<file path="config.mk">
export PLATFORM = sky130hd
export DESIGN_NAME = log_timestamp_to_ticks_unit
export DESIGN_NICKNAME = d
export VERILOG_FILES = /design/src/rtl/core/ltt_pkg.sv /design/src/rtl/core/log_timestamp_to_ticks_unit.sv
export SDC_FILE = /design/constraint.sdc
export NUM_CORES = 2
export LEC_CHECK = 0
export BUFFER_PORTS_ARGS = -buffer_cell sky130_fd_sc_hd__buf_2
export CORE_AREA = 2 2 254 382
export DETAILED_ROUTE_END_ITERATION = 8
export DIE_AREA = 0 0 256 384
export SETUP_SLACK_MARGIN = 0.4
export SLEW_MARGIN = 20
export SYNTH_ARGS = -nofsm -noshare
export SYNTH_HDL_FRONTEND = slang
export SYNTH_SLANG_ARGS = --single-unit
</file>
<file path="constraint.sdc">
create_clock -name clk -period 19.1 [get_ports clk]
set_input_delay 2.865 -clock clk [delete_from_list [all_inputs] [get_ports clk]]
set_output_delay 2.865 -clock clk [all_outputs]
set_load 0.005 [all_outputs]
</file>
<file path="src/rtl/core/ltt_pkg.sv">
package ltt_pkg;

  localparam int unsigned POS_W   = 5;
  localparam int unsigned STR_LEN = 26;
  localparam int unsigned POS_SAT = 27;

  localparam logic [7:0] CH_ZERO  = 8'h30;
  localparam logic [7:0] CH_TWO   = 8'h32;
  localparam logic [7:0] CH_THREE = 8'h33;
  localparam logic [7:0] CH_FIVE  = 8'h35;
  localparam logic [7:0] CH_NINE  = 8'h39;
  localparam logic [7:0] CH_SLASH = 8'h2F;
  localparam logic [7:0] CH_COLON = 8'h3A;
  localparam logic [7:0] CH_SPACE = 8'h20;

  localparam logic [3:0] MONTH_NONE = 4'd0;
  localparam logic [3:0] MONTH_JAN  = 4'd1;
  localparam logic [3:0] MONTH_FEB  = 4'd2;
  localparam logic [3:0] MONTH_DEC  = 4'd12;

  localparam logic [11:0] YEAR_BASE_M1  = 12'd1999;
  localparam logic [4:0]  HOUR_MAX      = 5'd23;
  localparam logic [16:0] SECS_PER_DAY  = 17'd86400;
  localparam logic [23:0] TICKS_PER_SEC = 24'd10000000;

  typedef struct packed {
    logic [7:0] character;
    logic       last_char;
  } in_word_t;

  typedef struct packed {
    logic        valid_res;
    logic [59:0] ticks;
  } out_word_t;

  typedef struct packed {
    logic       pre_ok;
    logic [5:0] day;
    logic [3:0] month;
    logic [6:0] year;
    logic [4:0] hour;
    logic [5:0] minute;
    logic [5:0] second;
  } fields_t;

  function automatic logic digit_ok(input logic [7:0] c, input logic [7:0] max_c);
    return (c >= CH_ZERO) && (c <= max_c);
  endfunction

  function automatic logic [3:0] month_code(input logic [15:0] prefix,
                                            input logic [7:0] c);
    unique case ({prefix, c})
      "Jan": return 4'd1;
      "Feb": return 4'd2;
      "Mar": return 4'd3;
      "Apr": return 4'd4;
      "May": return 4'd5;
      "Jun": return 4'd6;
      "Jul": return 4'd7;
      "Aug": return 4'd8;
      "Sep": return 4'd9;
      "Oct": return 4'd10;
      "Nov": return 4'd11;
      "Dec": return 4'd12;
      default: return MONTH_NONE;
    endcase
  endfunction

  function automatic logic [4:0] month_len(input logic [3:0] month);
    unique case (month)
      4'd2:                     return 5'd28;
      4'd4, 4'd6, 4'd9, 4'd11:  return 5'd30;
      default:                  return 5'd31;
    endcase
  endfunction

  // Days in a common year before the first of the month.
  function automatic logic [8:0] days_before_month(input logic [3:0] month);
    unique case (month)
      4'd2:    return 9'd31;
      4'd3:    return 9'd59;
      4'd4:    return 9'd90;
      4'd5:    return 9'd120;
      4'd6:    return 9'd151;
      4'd7:    return 9'd181;
      4'd8:    return 9'd212;
      4'd9:    return 9'd243;
      4'd10:   return 9'd273;
      4'd11:   return 9'd304;
      4'd12:   return 9'd334;
      default: return 9'd0;
    endcase
  endfunction

endpackage

</file>
<file path="src/rtl/core/log_timestamp_to_ticks_unit.sv">
// Parses a timestamp of the form DD/Mon/YYYY:HH:MM:SS +ZZZZ, one character per input word,
// and returns one result word for each word marked last_char: valid_res and the time in
// 100-ns ticks since 0001-01-01, or zero ticks when the string is malformed. One character
// can be taken every cycle while in_stall is low. The result word passes through the field
// capture register and the finishing pipeline (day count, seconds multiply, split tick
// multiply and final add) before it appears on the output. Up to five results queue in
// that pipeline, so input keeps flowing while a result waits; the input stalls only once
// all five places are held behind a stalled output.
module log_timestamp_to_ticks_unit (
  input  logic                clk,
  input  logic                rst_n,
  input  logic                in_valid,
  output logic                in_stall,
  input  ltt_pkg::in_word_t   in_data,
  output logic                out_valid,
  input  logic                out_stall,
  output ltt_pkg::out_word_t  out_data
);

  localparam logic [4:0] P_DAY_HI  = 5'd0;
  localparam logic [4:0] P_DAY_LO  = 5'd1;
  localparam logic [4:0] P_SLASH1  = 5'd2;
  localparam logic [4:0] P_MON1    = 5'd3;
  localparam logic [4:0] P_MON2    = 5'd4;
  localparam logic [4:0] P_MON3    = 5'd5;
  localparam logic [4:0] P_SLASH2  = 5'd6;
  localparam logic [4:0] P_YEAR_HI = 5'd9;
  localparam logic [4:0] P_YEAR_LO = 5'd10;
  localparam logic [4:0] P_COLON1  = 5'd11;
  localparam logic [4:0] P_HOUR_HI = 5'd12;
  localparam logic [4:0] P_HOUR_LO = 5'd13;
  localparam logic [4:0] P_COLON2  = 5'd14;
  localparam logic [4:0] P_MIN_HI  = 5'd15;
  localparam logic [4:0] P_MIN_LO  = 5'd16;
  localparam logic [4:0] P_COLON3  = 5'd17;
  localparam logic [4:0] P_SEC_HI  = 5'd18;
  localparam logic [4:0] P_SEC_LO  = 5'd19;
  localparam logic [4:0] P_SPACE   = 5'd20;

  localparam logic [ltt_pkg::POS_W-1:0] POS_SAT_C  = ltt_pkg::POS_W'(ltt_pkg::POS_SAT);
  localparam logic [ltt_pkg::POS_W-1:0] POS_LAST_C = ltt_pkg::POS_W'(ltt_pkg::STR_LEN - 1);

  // Parse state.
  logic [ltt_pkg::POS_W-1:0] pos_r, pos_nxt;
  logic        fail_r, fail_nxt;
  logic [5:0]  day_r, day_nxt;
  logic [15:0] prefix_r, prefix_nxt;
  logic [3:0]  month_r, month_nxt;
  logic [6:0]  year_r, year_nxt;
  logic [4:0]  hour_r, hour_nxt;
  logic [5:0]  min_r, min_nxt;
  logic [5:0]  sec_r, sec_nxt;

  // Finishing pipeline.
  logic              s1_v_r, s2_v_r, s3_v_r, s4_v_r, out_valid_r;
  ltt_pkg::fields_t  s1_r, s1_nxt;
  logic              s2_ok_r, s3_ok_r, s4_ok_r;
  logic [19:0]       s2_days_r, s2_days_nxt;
  logic [16:0]       s2_sod_r, s2_sod_nxt;
  logic              s2_ok_nxt;
  logic [36:0]       s3_secs_r;
  logic [55:0]       s4_plo_r;
  logic [27:0]       s4_phi_r;
  ltt_pkg::out_word_t out_r;

  logic [7:0] c;
  logic       accept;
  logic       rdy_out, rdy4, rdy3, rdy2, rdy1;

  assign c      = in_data.character;
  assign accept = in_valid && !in_stall;

  assign rdy_out  = !out_valid_r || !out_stall;
  assign rdy4     = !s4_v_r || rdy_out;
  assign rdy3     = !s3_v_r || rdy4;
  assign rdy2     = !s2_v_r || rdy3;
  assign rdy1     = !s1_v_r || rdy2;
  assign in_stall = !rdy1;

  always_comb begin
    fail_nxt   = fail_r;
    day_nxt    = day_r;
    prefix_nxt = prefix_r;
    month_nxt  = month_r;
    year_nxt   = year_r;
    hour_nxt   = hour_r;
    min_nxt    = min_r;
    sec_nxt    = sec_r;
    pos_nxt    = (pos_r < POS_SAT_C) ? pos_r + 1'b1 : pos_r;
    case (pos_r) inside
      P_DAY_HI: begin
        day_nxt = 6'd0;
        if (ltt_pkg::digit_ok(c, ltt_pkg::CH_THREE)) day_nxt = 6'(c[3:0]) * 6'd10;
        else fail_nxt = 1'b1;
      end
      P_DAY_LO: begin
        if (ltt_pkg::digit_ok(c, ltt_pkg::CH_NINE)) day_nxt = day_r + 6'(c[3:0]);
        else fail_nxt = 1'b1;
      end
      P_MON1: prefix_nxt = {c, 8'h00};
      P_MON2: prefix_nxt = {prefix_r[15:8], c};
      P_MON3: begin
        month_nxt = ltt_pkg::month_code(prefix_r, c);
        if (month_nxt == ltt_pkg::MONTH_NONE) fail_nxt = 1'b1;
      end
      P_YEAR_HI: begin
        year_nxt = 7'd0;
        if (ltt_pkg::digit_ok(c, ltt_pkg::CH_NINE)) year_nxt = 7'(c[3:0]) * 7'd10;
        else fail_nxt = 1'b1;
      end
      P_YEAR_LO: begin
        if (ltt_pkg::digit_ok(c, ltt_pkg::CH_NINE)) year_nxt = year_r + 7'(c[3:0]);
        else fail_nxt = 1'b1;
      end
      P_HOUR_HI: begin
        hour_nxt = 5'd0;
        if (ltt_pkg::digit_ok(c, ltt_pkg::CH_TWO)) hour_nxt = 5'(c[3:0]) * 5'd10;
        else fail_nxt = 1'b1;
      end
      P_HOUR_LO: begin
        if (ltt_pkg::digit_ok(c, ltt_pkg::CH_NINE)) hour_nxt = hour_r + 5'(c[3:0]);
        else fail_nxt = 1'b1;
      end
      P_MIN_HI: begin
        min_nxt = 6'd0;
        if (ltt_pkg::digit_ok(c, ltt_pkg::CH_FIVE)) min_nxt = 6'(c[3:0]) * 6'd10;
        else fail_nxt = 1'b1;
      end
      P_MIN_LO: begin
        if (ltt_pkg::digit_ok(c, ltt_pkg::CH_NINE)) min_nxt = min_r + 6'(c[3:0]);
        else fail_nxt = 1'b1;
      end
      P_SEC_HI: begin
        sec_nxt = 6'd0;
        if (ltt_pkg::digit_ok(c, ltt_pkg::CH_FIVE)) sec_nxt = 6'(c[3:0]) * 6'd10;
        else fail_nxt = 1'b1;
      end
      P_SEC_LO: begin
        if (ltt_pkg::digit_ok(c, ltt_pkg::CH_NINE)) sec_nxt = sec_r + 6'(c[3:0]);
        else fail_nxt = 1'b1;
      end
      P_SLASH1, P_SLASH2: begin
        if (c != ltt_pkg::CH_SLASH) fail_nxt = 1'b1;
      end
      P_COLON1, P_COLON2, P_COLON3: begin
        if (c != ltt_pkg::CH_COLON) fail_nxt = 1'b1;
      end
      P_SPACE: begin
        if (c != ltt_pkg::CH_SPACE) fail_nxt = 1'b1;
      end
      default: ;
    endcase
  end

  always_ff @(posedge clk) begin
    if (!rst_n || (accept && in_data.last_char)) begin
      pos_r    <= '0;
      fail_r   <= 1'b0;
      day_r    <= '0;
      prefix_r <= '0;
      month_r  <= ltt_pkg::MONTH_NONE;
      year_r   <= '0;
      hour_r   <= '0;
      min_r    <= '0;
      sec_r    <= '0;
    end else if (accept) begin
      pos_r    <= pos_nxt;
      fail_r   <= fail_nxt;
      day_r    <= day_nxt;
      prefix_r <= prefix_nxt;
      month_r  <= month_nxt;
      year_r   <= year_nxt;
      hour_r   <= hour_nxt;
      min_r    <= min_nxt;
      sec_r    <= sec_nxt;
    end
  end

  // The string has the right length only if its last character sits at the final position.
  always_comb begin
    s1_nxt.pre_ok = !fail_nxt && (pos_r == POS_LAST_C);
    s1_nxt.day    = day_nxt;
    s1_nxt.month  = month_nxt;
    s1_nxt.year   = year_nxt;
    s1_nxt.hour   = hour_nxt;
    s1_nxt.minute = min_nxt;
    s1_nxt.second = sec_nxt;
  end

  // Day count of the whole date. For years 1999 to 2098 the century and 400-year
  // corrections always net to minus fifteen days.
  logic [11:0] s2_year_m1;
  logic        s2_leap;
  logic [4:0]  s2_mlen;
  always_comb begin
    s2_year_m1 = ltt_pkg::YEAR_BASE_M1 + 12'(s1_r.year);
    s2_leap    = (s1_r.year[1:0] == 2'b00);
    s2_mlen    = ltt_pkg::month_len(s1_r.month)
               + ((s2_leap && s1_r.month == ltt_pkg::MONTH_FEB) ? 5'd1 : 5'd0);
    s2_ok_nxt  = s1_r.pre_ok
               && (s1_r.month >= ltt_pkg::MONTH_JAN) && (s1_r.month <= ltt_pkg::MONTH_DEC)
               && (s1_r.day != 6'd0) && (s1_r.day <= {1'b0, s2_mlen})
               && (s1_r.hour <= ltt_pkg::HOUR_MAX);
    s2_days_nxt = 20'(s2_year_m1) * 20'd365 + 20'(s2_year_m1[11:2]) - 20'd15
                + 20'(ltt_pkg::days_before_month(s1_r.month))
                + ((s2_leap && s1_r.month > ltt_pkg::MONTH_FEB) ? 20'd1 : 20'd0)
                + 20'(s1_r.day) - 20'd1;
    s2_sod_nxt  = 17'(s1_r.hour) * 17'd3600 + 17'(s1_r.minute) * 17'd60
                + 17'(s1_r.second);
  end

  always_ff @(posedge clk) begin
    if (!rst_n) begin
      s1_v_r      <= 1'b0;
      s2_v_r      <= 1'b0;
      s3_v_r      <= 1'b0;
      s4_v_r      <= 1'b0;
      out_valid_r <= 1'b0;
    end else begin
      if (rdy1)    s1_v_r      <= accept && in_data.last_char;
      if (rdy2)    s2_v_r      <= s1_v_r;
      if (rdy3)    s3_v_r      <= s2_v_r;
      if (rdy4)    s4_v_r      <= s3_v_r;
      if (rdy_out) out_valid_r <= s4_v_r;
    end
  end

  always_ff @(posedge clk) begin
    if (rdy1) s1_r <= s1_nxt;
    if (rdy2) begin
      s2_ok_r   <= s2_ok_nxt;
      s2_days_r <= s2_days_nxt;
      s2_sod_r  <= s2_sod_nxt;
    end
    if (rdy3) begin
      s3_ok_r   <= s2_ok_r;
      s3_secs_r <= 37'(s2_days_r) * 37'(ltt_pkg::SECS_PER_DAY) + 37'(s2_sod_r);
    end
    // The tick product is split at bit 32 of the seconds count and summed in the output register.
    // Only the low 28 bits of the upper part reach the 60-bit tick field.
    if (rdy4) begin
      s4_ok_r  <= s3_ok_r;
      s4_plo_r <= 56'(s3_secs_r[31:0]) * 56'(ltt_pkg::TICKS_PER_SEC);
      s4_phi_r <= 28'(s3_secs_r[36:32]) * 28'(ltt_pkg::TICKS_PER_SEC);
    end
    if (rdy_out) begin
      out_r.valid_res <= s4_ok_r;
      out_r.ticks     <= s4_ok_r ? 60'(s4_plo_r) + {s4_phi_r, 32'h0} : 60'd0;
    end
  end

  assign out_valid = out_valid_r;
  assign out_data  = out_r;

`ifndef SYNTHESIS
  a_invalid_zero: assert property (@(posedge clk) disable iff (!rst_n)
    out_valid_r && !out_r.valid_res |-> out_r.ticks == 60'd0)
    else $error("invalid result word carries nonzero ticks");

  a_parse_restart: assert property (@(posedge clk) disable iff (!rst_n)
    accept && in_data.last_char |=> pos_r == '0 && !fail_r)
    else $error("parse state not cleared after last character");

  a_last_enters_pipe: assert property (@(posedge clk) disable iff (!rst_n)
    accept && in_data.last_char |=> s1_v_r)
    else $error("last character did not start a result");

  a_stall_only_when_full: assert property (@(posedge clk) disable iff (!rst_n)
    in_stall |-> s1_v_r && s2_v_r && s3_v_r && s4_v_r && out_valid_r)
    else $error("input stalled with room in the pipeline");
`endif

endmodule

</file>
Word-level counts from Yosys, hierarchy flattened

Memories as Yosys holds them, arrays and structs flattened. A register that Yosys moved wholly into a read port is not among the register bits.
Index checks and enable logic that the tools add are counted.

Register bits after elaboration: 304
Bits in read-only memories: 144
Bits of input ports: 13
Output and inout port bits: 63
Logic and storage cells: 244
Memories kept: 1

Add/subtract/negate cells: 18
$mul: 9
Order comparisons: 11
Eq/ne operators: 39
Muxes and demuxes: 92
Bitwise gates (word level): 2
Reductions and logical operators: 40

Memories:

| name             | depth | bits a word | rd ports | clocked after memory_dff | write ports | RTL line      | RTL |
|---|---|---|---|---|---|---|---|
| (name not given) | 16    | 9           | 1        | 1                        | 0           | ltt_pkg.sv:79 | `unique case (month)` |

Operators with widths:

| kind                                                   | number |
|---|---|
| == test 24 x 23 -> 1 bit (second input constant)       | 12 |
| two-way mux 6 bit                                      | 31 |
| two-way mux 7 bit                                      | 9 |
| adder 56 x 60 -> 60 bit                                | 1 |
| two-way mux 5 bit                                      | 11 |
| multiplier 32 x 17 -> 49 bit (second input constant)   | 1 |
| case mux 4 bit (12 select lines)                       | 1 |
| two-way mux 4 bit                                      | 11 |
| adder 37 x 17 -> 37 bit                                | 1 |
| == test 5 x 4 -> 1 bit (second input constant)         | 7 |
| <= comparator 8 x 6 -> 1 bit (second input constant)   | 4 |
| == test 5 bit (second input constant)                  | 6 |
| multiplier 20 x 10 -> 30 bit (second input constant)   | 1 |
| two-way mux 1 bit                                      | 26 |
| inequality test 8 x 6 -> 1 bit (second input constant) | 3 |
| multiplier 5 x 17 -> 21 bit (second input constant)    | 1 |
| adder 20 x 1 -> 20 bit                                 | 1 |
| adder 20 x 10 -> 20 bit                                | 1 |
| adder 20 x 6 -> 20 bit                                 | 1 |
| adder 20 x 9 -> 20 bit                                 | 1 |
| multiplier 12 x 9 -> 20 bit (second input constant)    | 1 |
| subtractor 20 x 1 -> 20 bit (second input constant)    | 1 |
| subtractor 20 x 4 -> 20 bit (second input constant)    | 1 |
| adder 6 x 4 -> 6 bit                                   | 3 |
| other kinds (42)                                       | 75 |

Depth between registers and ports, before layout

Depth after elaboration: 20
Gate-level depth with buffers: 26
Gate-level depth less buffers: 26

Least setup slack after synthesis

OpenSTA, ideal clock, no wires.

Path kind: input port to output port
From: input port out_stall
To: output port in_stall
Arrival time: 4.584 ns
Required time: 16.235 ns
Setup slack: 11.651 ns
Cell stages on the path: 4
Buffers on the path: 0
Cell sequence: and3_1 -> and2_1 -> nand3_1 -> inv_1

Longest elaborated chain between the ends: 7

Ends and longest elaborated chain:

| element          | RTL line                          | RTL |
|---|---|---|
| from (decl)      | log_timestamp_to_ticks_unit.sv:16 | `input logic out_stall,` |
| zero test 1 bit  | log_timestamp_to_ticks_unit.sv:73 | `assign rdy_out = !out_valid_r \|\| !out_stall;` |
| logical OR 1 bit | log_timestamp_to_ticks_unit.sv:73 |  |
| logical OR 1 bit | log_timestamp_to_ticks_unit.sv:74 | `assign rdy4 = !s4_v_r \|\| rdy_out;` |
| logical OR 1 bit | log_timestamp_to_ticks_unit.sv:75 | `assign rdy3 = !s3_v_r \|\| rdy4;` |
| logical OR 1 bit | log_timestamp_to_ticks_unit.sv:76 | `assign rdy2 = !s2_v_r \|\| rdy3;` |
| logical OR 1 bit | log_timestamp_to_ticks_unit.sv:77 | `assign rdy1 = !s1_v_r \|\| rdy2;` |
| zero test 1 bit  | log_timestamp_to_ticks_unit.sv:78 | `assign in_stall = !rdy1;` |
| to (decl)        | log_timestamp_to_ticks_unit.sv:13 | `output logic in_stall,` |

No other way between the ends.

Worst setup path after layout

From: register s1_r[17] (netlist name)
To: register s2_days_r[19], data pin

Longest elaborated chain between the ends: 8
Elaborated cells between the ends (all ways): 11
Classes of those cells: add/sub: 7; mul: 1; mux: 1; reduce/logical: 2

Ends and longest elaborated chain:

| element                       | RTL line                           | RTL |
|---|---|---|
| from (decl)                   | log_timestamp_to_ticks_unit.sv:56  | `ltt_pkg::fields_t s1_r, s1_nxt;` |
| from (signal assigned)        | log_timestamp_to_ticks_unit.sv:229 | `if (rdy1) s1_r <= s1_nxt;` |
| adder 11 x 7 -> 12 bit        | log_timestamp_to_ticks_unit.sv:196 | `s2_year_m1 = ltt_pkg::YEAR_BASE_M1 + 12'(s1_r.year);` |
| multiplier 12 x 9 -> 20 bit   | log_timestamp_to_ticks_unit.sv:204 | `s2_days_nxt = 20'(s2_year_m1) * 20'd365 + 20'(s2_year_m1[11:2]) - 20'd15` |
| adder 20 x 10 -> 20 bit       | log_timestamp_to_ticks_unit.sv:204 |  |
| subtractor 20 x 4 -> 20 bit   | log_timestamp_to_ticks_unit.sv:204 |  |
| adder 20 x 9 -> 20 bit        | log_timestamp_to_ticks_unit.sv:205 | `+ 20'(ltt_pkg::days_before_month(s1_r.month))` |
| adder 20 x 1 -> 20 bit *      | log_timestamp_to_ticks_unit.sv:206 | `+ ((s2_leap && s1_r.month > ltt_pkg::MONTH_FEB) ? 20'd1 : 20'd0)` |
| adder 20 x 6 -> 20 bit *      | log_timestamp_to_ticks_unit.sv:207 | `+ 20'(s1_r.day) - 20'd1;` |
| subtractor 20 x 1 -> 20 bit * | log_timestamp_to_ticks_unit.sv:207 |  |
| via s2_days_nxt[19]           | log_timestamp_to_ticks_unit.sv:58  | `logic [19:0] s2_days_r, s2_days_nxt;` |
| to (signal assigned)          | log_timestamp_to_ticks_unit.sv:232 | `s2_days_r <= s2_days_nxt;` |
| to (decl)                     | log_timestamp_to_ticks_unit.sv:58  |  |

The timed path passes the listed nets; every way through them passes the cells marked *.
A chain may end at the register's enable or synchronous reset.

==> impl_metrics.ini <==
[synthesis]
synth_edf_count = 236
synth_largest_area_cell = ha_1
synth_commonest_cells = 689 x inv_1, 581 x ha_1, 299 x fa_1
async_flop_share_pct = 0
yosys_warnings = 0
synth_area_per_cell_sq_um = 10.0
ys_seq_elements = 306
synthTopCellsByArea = ha_1 22%, edfxtp_1 21%, fa_1 18%, inv_1 7.8%, dfxtp_1 4.2%
synth.most_common_cell = inv_1
yosysSeqAreaShare_pct = 25.7
synth-main-ff-cell = edfxtp_1
netlist_area_sq_um = 33100
synthDominantCellAreaShare_pct = 22.0
synthCells = 3303
synth_cell_types = 99

[place]
dpl_worst_slack_ns = 11.56
gp_congestion = 0.903
place_inst = 4608
hpwl_mm = 55.0
port_buffers = 68

[timing]
hold_viol = 0
final.min_clock_period_ns = 7.48
max_freq_mhz = 134
clock_skew_ns = 0.0254
rsz0062_at_grt = no
tns_ns = 0
tightest_slew_ns = 0.988
setup_violations = 0
fin_crit_sh_pct = 39.1
slew_violations = 0
maxSlewHeadroom_pct = 33.6
setup_slack_ns = 11.62

[drt]
ant_nets = 0
vias_per_cell = 4.75
drc = 0
vias = 22200
drt_first_pass_iters = 5
wl_mm = 66.2
wire_per_inst_microns = 14.2
drt_first_iter_violations = 746

[cts]
cts_buffer_depth = 3
cts_tree = done
cts_hold_buffers = 0
cts_made_buffers = 36
clock-root-buffer = clkbuf_16
clkSinkCount = 306
ctsHtreeMaxLevel = 2
cts_resized = 0
postCtsSetupBuffers = 0
clk_latency_ns = 0.58
path_clk_slew_ns = 0.06

[hold_path]
min_path_type = reg2reg

[floorplanning]
ioPinCount = 76
initial_core_util_pct = 34.8
die_w_microns = 256
die_area_sq_um = 98300
core_area_sq_um = 95100
die_h_microns = 384
floorplan.rows = 139

[global_route]
grt_remaining_overflow = 0
grt_pass1_wl_mm = 111
grt_max_degree = 66
grt_pass1_vias = 23400
grt.total_usage_pct = 13.7
antenna_found_initial = 0

[setup_path]
r2r.worst_path.cells = 24
crit_fanout = 8
rrSetupSlack_ns = 11.62
critPathLaunch = s1_r[17]
cp_slowest_cell = o41ai_1
crit_path_end = s2_days_r[19]
cp.depth = 24
crit_chain = inv_1 -> ha_1 -> nor3b_1 -> nor2_1 -> xnor2_1 -> inv_1 -> fa_1 -> fa_1 -> fa_1 -> inv_1 -> fa_1 -> inv_1 -> fa_1 -> inv_1 -> ha_1 -> a21oi_1 -> o21ai_0 -> o41ai_1 -> o21bai_1 -> o21ai_0 -> o21ai_0 -> nor3_1 -> o21bai_1 -> xnor2_1
cp_num_buf_inv = 5
r2r_end = s2_days_r[19]
cp-end-kind = register
cpLargestDelayFamily = adder cells
required_ns = 19.41
timing.rr.start = s1_r[17]
arrival_ns = 7.78
critPathMaxStageDelay_ns = 0.62
crit_path_start_kind = register
path_class = reg2reg

[cells_and_area]
nets = 4270
nFillCells = 9482
area_growth_pct = 8.94
post-route-util_pct = 37.9
n_antenna_cell = 0
final-instance-count-excl-fill = 4674
drive_gt1_share_pct = 5.26

[status]
status = finished, final reports clean

[flow_run]
maxCapViolations = 0
==> how the worst min path moves through the flow <==
stage                   end         from  cells after the start
4_1_cts             s3_ok_r      s2_ok_r                      0
6_report       s3_secs_r[4]  s2_sod_r[4]                      0
3_3_place_gp    s2_sod_r[0]      s1_r[0]                      0
2_1_floorplan   s2_sod_r[0]      s1_r[0]                      0
3_5_place_dp   s3_secs_r[4]  s2_sod_r[4]                      0
5_1_grt        s3_secs_r[0]  s2_sod_r[0]                      0
==> cell usage in the layout (no fill, tap or decap), types with 24 or more instances in the layout <==
cell type  instances
o21a_1            25
and2_1            48
a21oi_1          176
inv_1            688
edfxtp_1         236
xnor2_1          133
and3_1            24
buf_2             68
clkbuf_16         37
nand3_1           46
ha_1             581
xor2_1            52
a21o_1            55
nor2_1           172
fa_1             299
nand2_1          151
nor2b_1           33
dfxtp_1           70
nor3_1            52
o21ai_0           93
o21bai_1          27
==> metrics by stage <==
| stage | instance area (sq um) | hold WS, ns |
|---|---|---|
| 6_report | 36000 | 0.421 |
| 3_5_place_dp | 34900 | 0.405 |
| 2_1_floorplan | 33100 | 0.400 |
| 5_1_grt | 36000 | 0.425 |
| 4_1_cts | 36000 | 0.425 |
| 3_3_place_gp | 34900 | 0.405 |
==> metal layers <==
metal | routed length, microns | global-route usage [%]
met1 | 26000 | 14.2
met2 | 36000 | 27.3
met3 | 1460 | 1.56
met4 | 2760 | 5.99
met5 | 0 | 0
==> state kept, by name, summed over array words and instances, names as in the netlist, 5 cells and up, named ones only <==
| signal | count |
|---|---|
| year_r | 7 |
| s4_phi_r | 21 |
| s4_plo_r | 49 |
| s2_sod_r | 17 |
| sec_r | 6 |
| prefix_r | 16 |
| day_r | 6 |
| s3_secs_r | 37 |
| s1_r | 35 |
| out_data | 54 |
| min_r | 6 |
| s2_days_r | 20 |
| hour_r | 5 |
| pos_r | 5 |
==> area by class of cell <==
class,instances,area [sq um],share of cell area [%]
multi-input cells,2264,21800,60.5
flip-flops and latches,306,8490,23.6
inverters,691,2590,7.20
well taps,1269,1590,4.41
clock buffers,49,991,2.75
repair buffers,78,415,1.15
clock inverters,17,143,0.396
==> kinds of logic after synthesis <==
| family | share of synthesized area, % |
|---|---|
| other | 0.0113 |
| buffers and inverters | 8.49 |
| flip-flops | 25.7 |
| XOR/XNOR | 5.00 |
| AND/OR/NAND/NOR | 9.66 |
| multiplexers | 0.938 |
| AO/OA/AOI/OAI | 10.2 |
| adder cells (fa/ha/maj) | 40.1 |
Power is left out: the tool's default activity adds up to more than one toggle a clock period on the data nets, which glitch-free logic cannot reach.
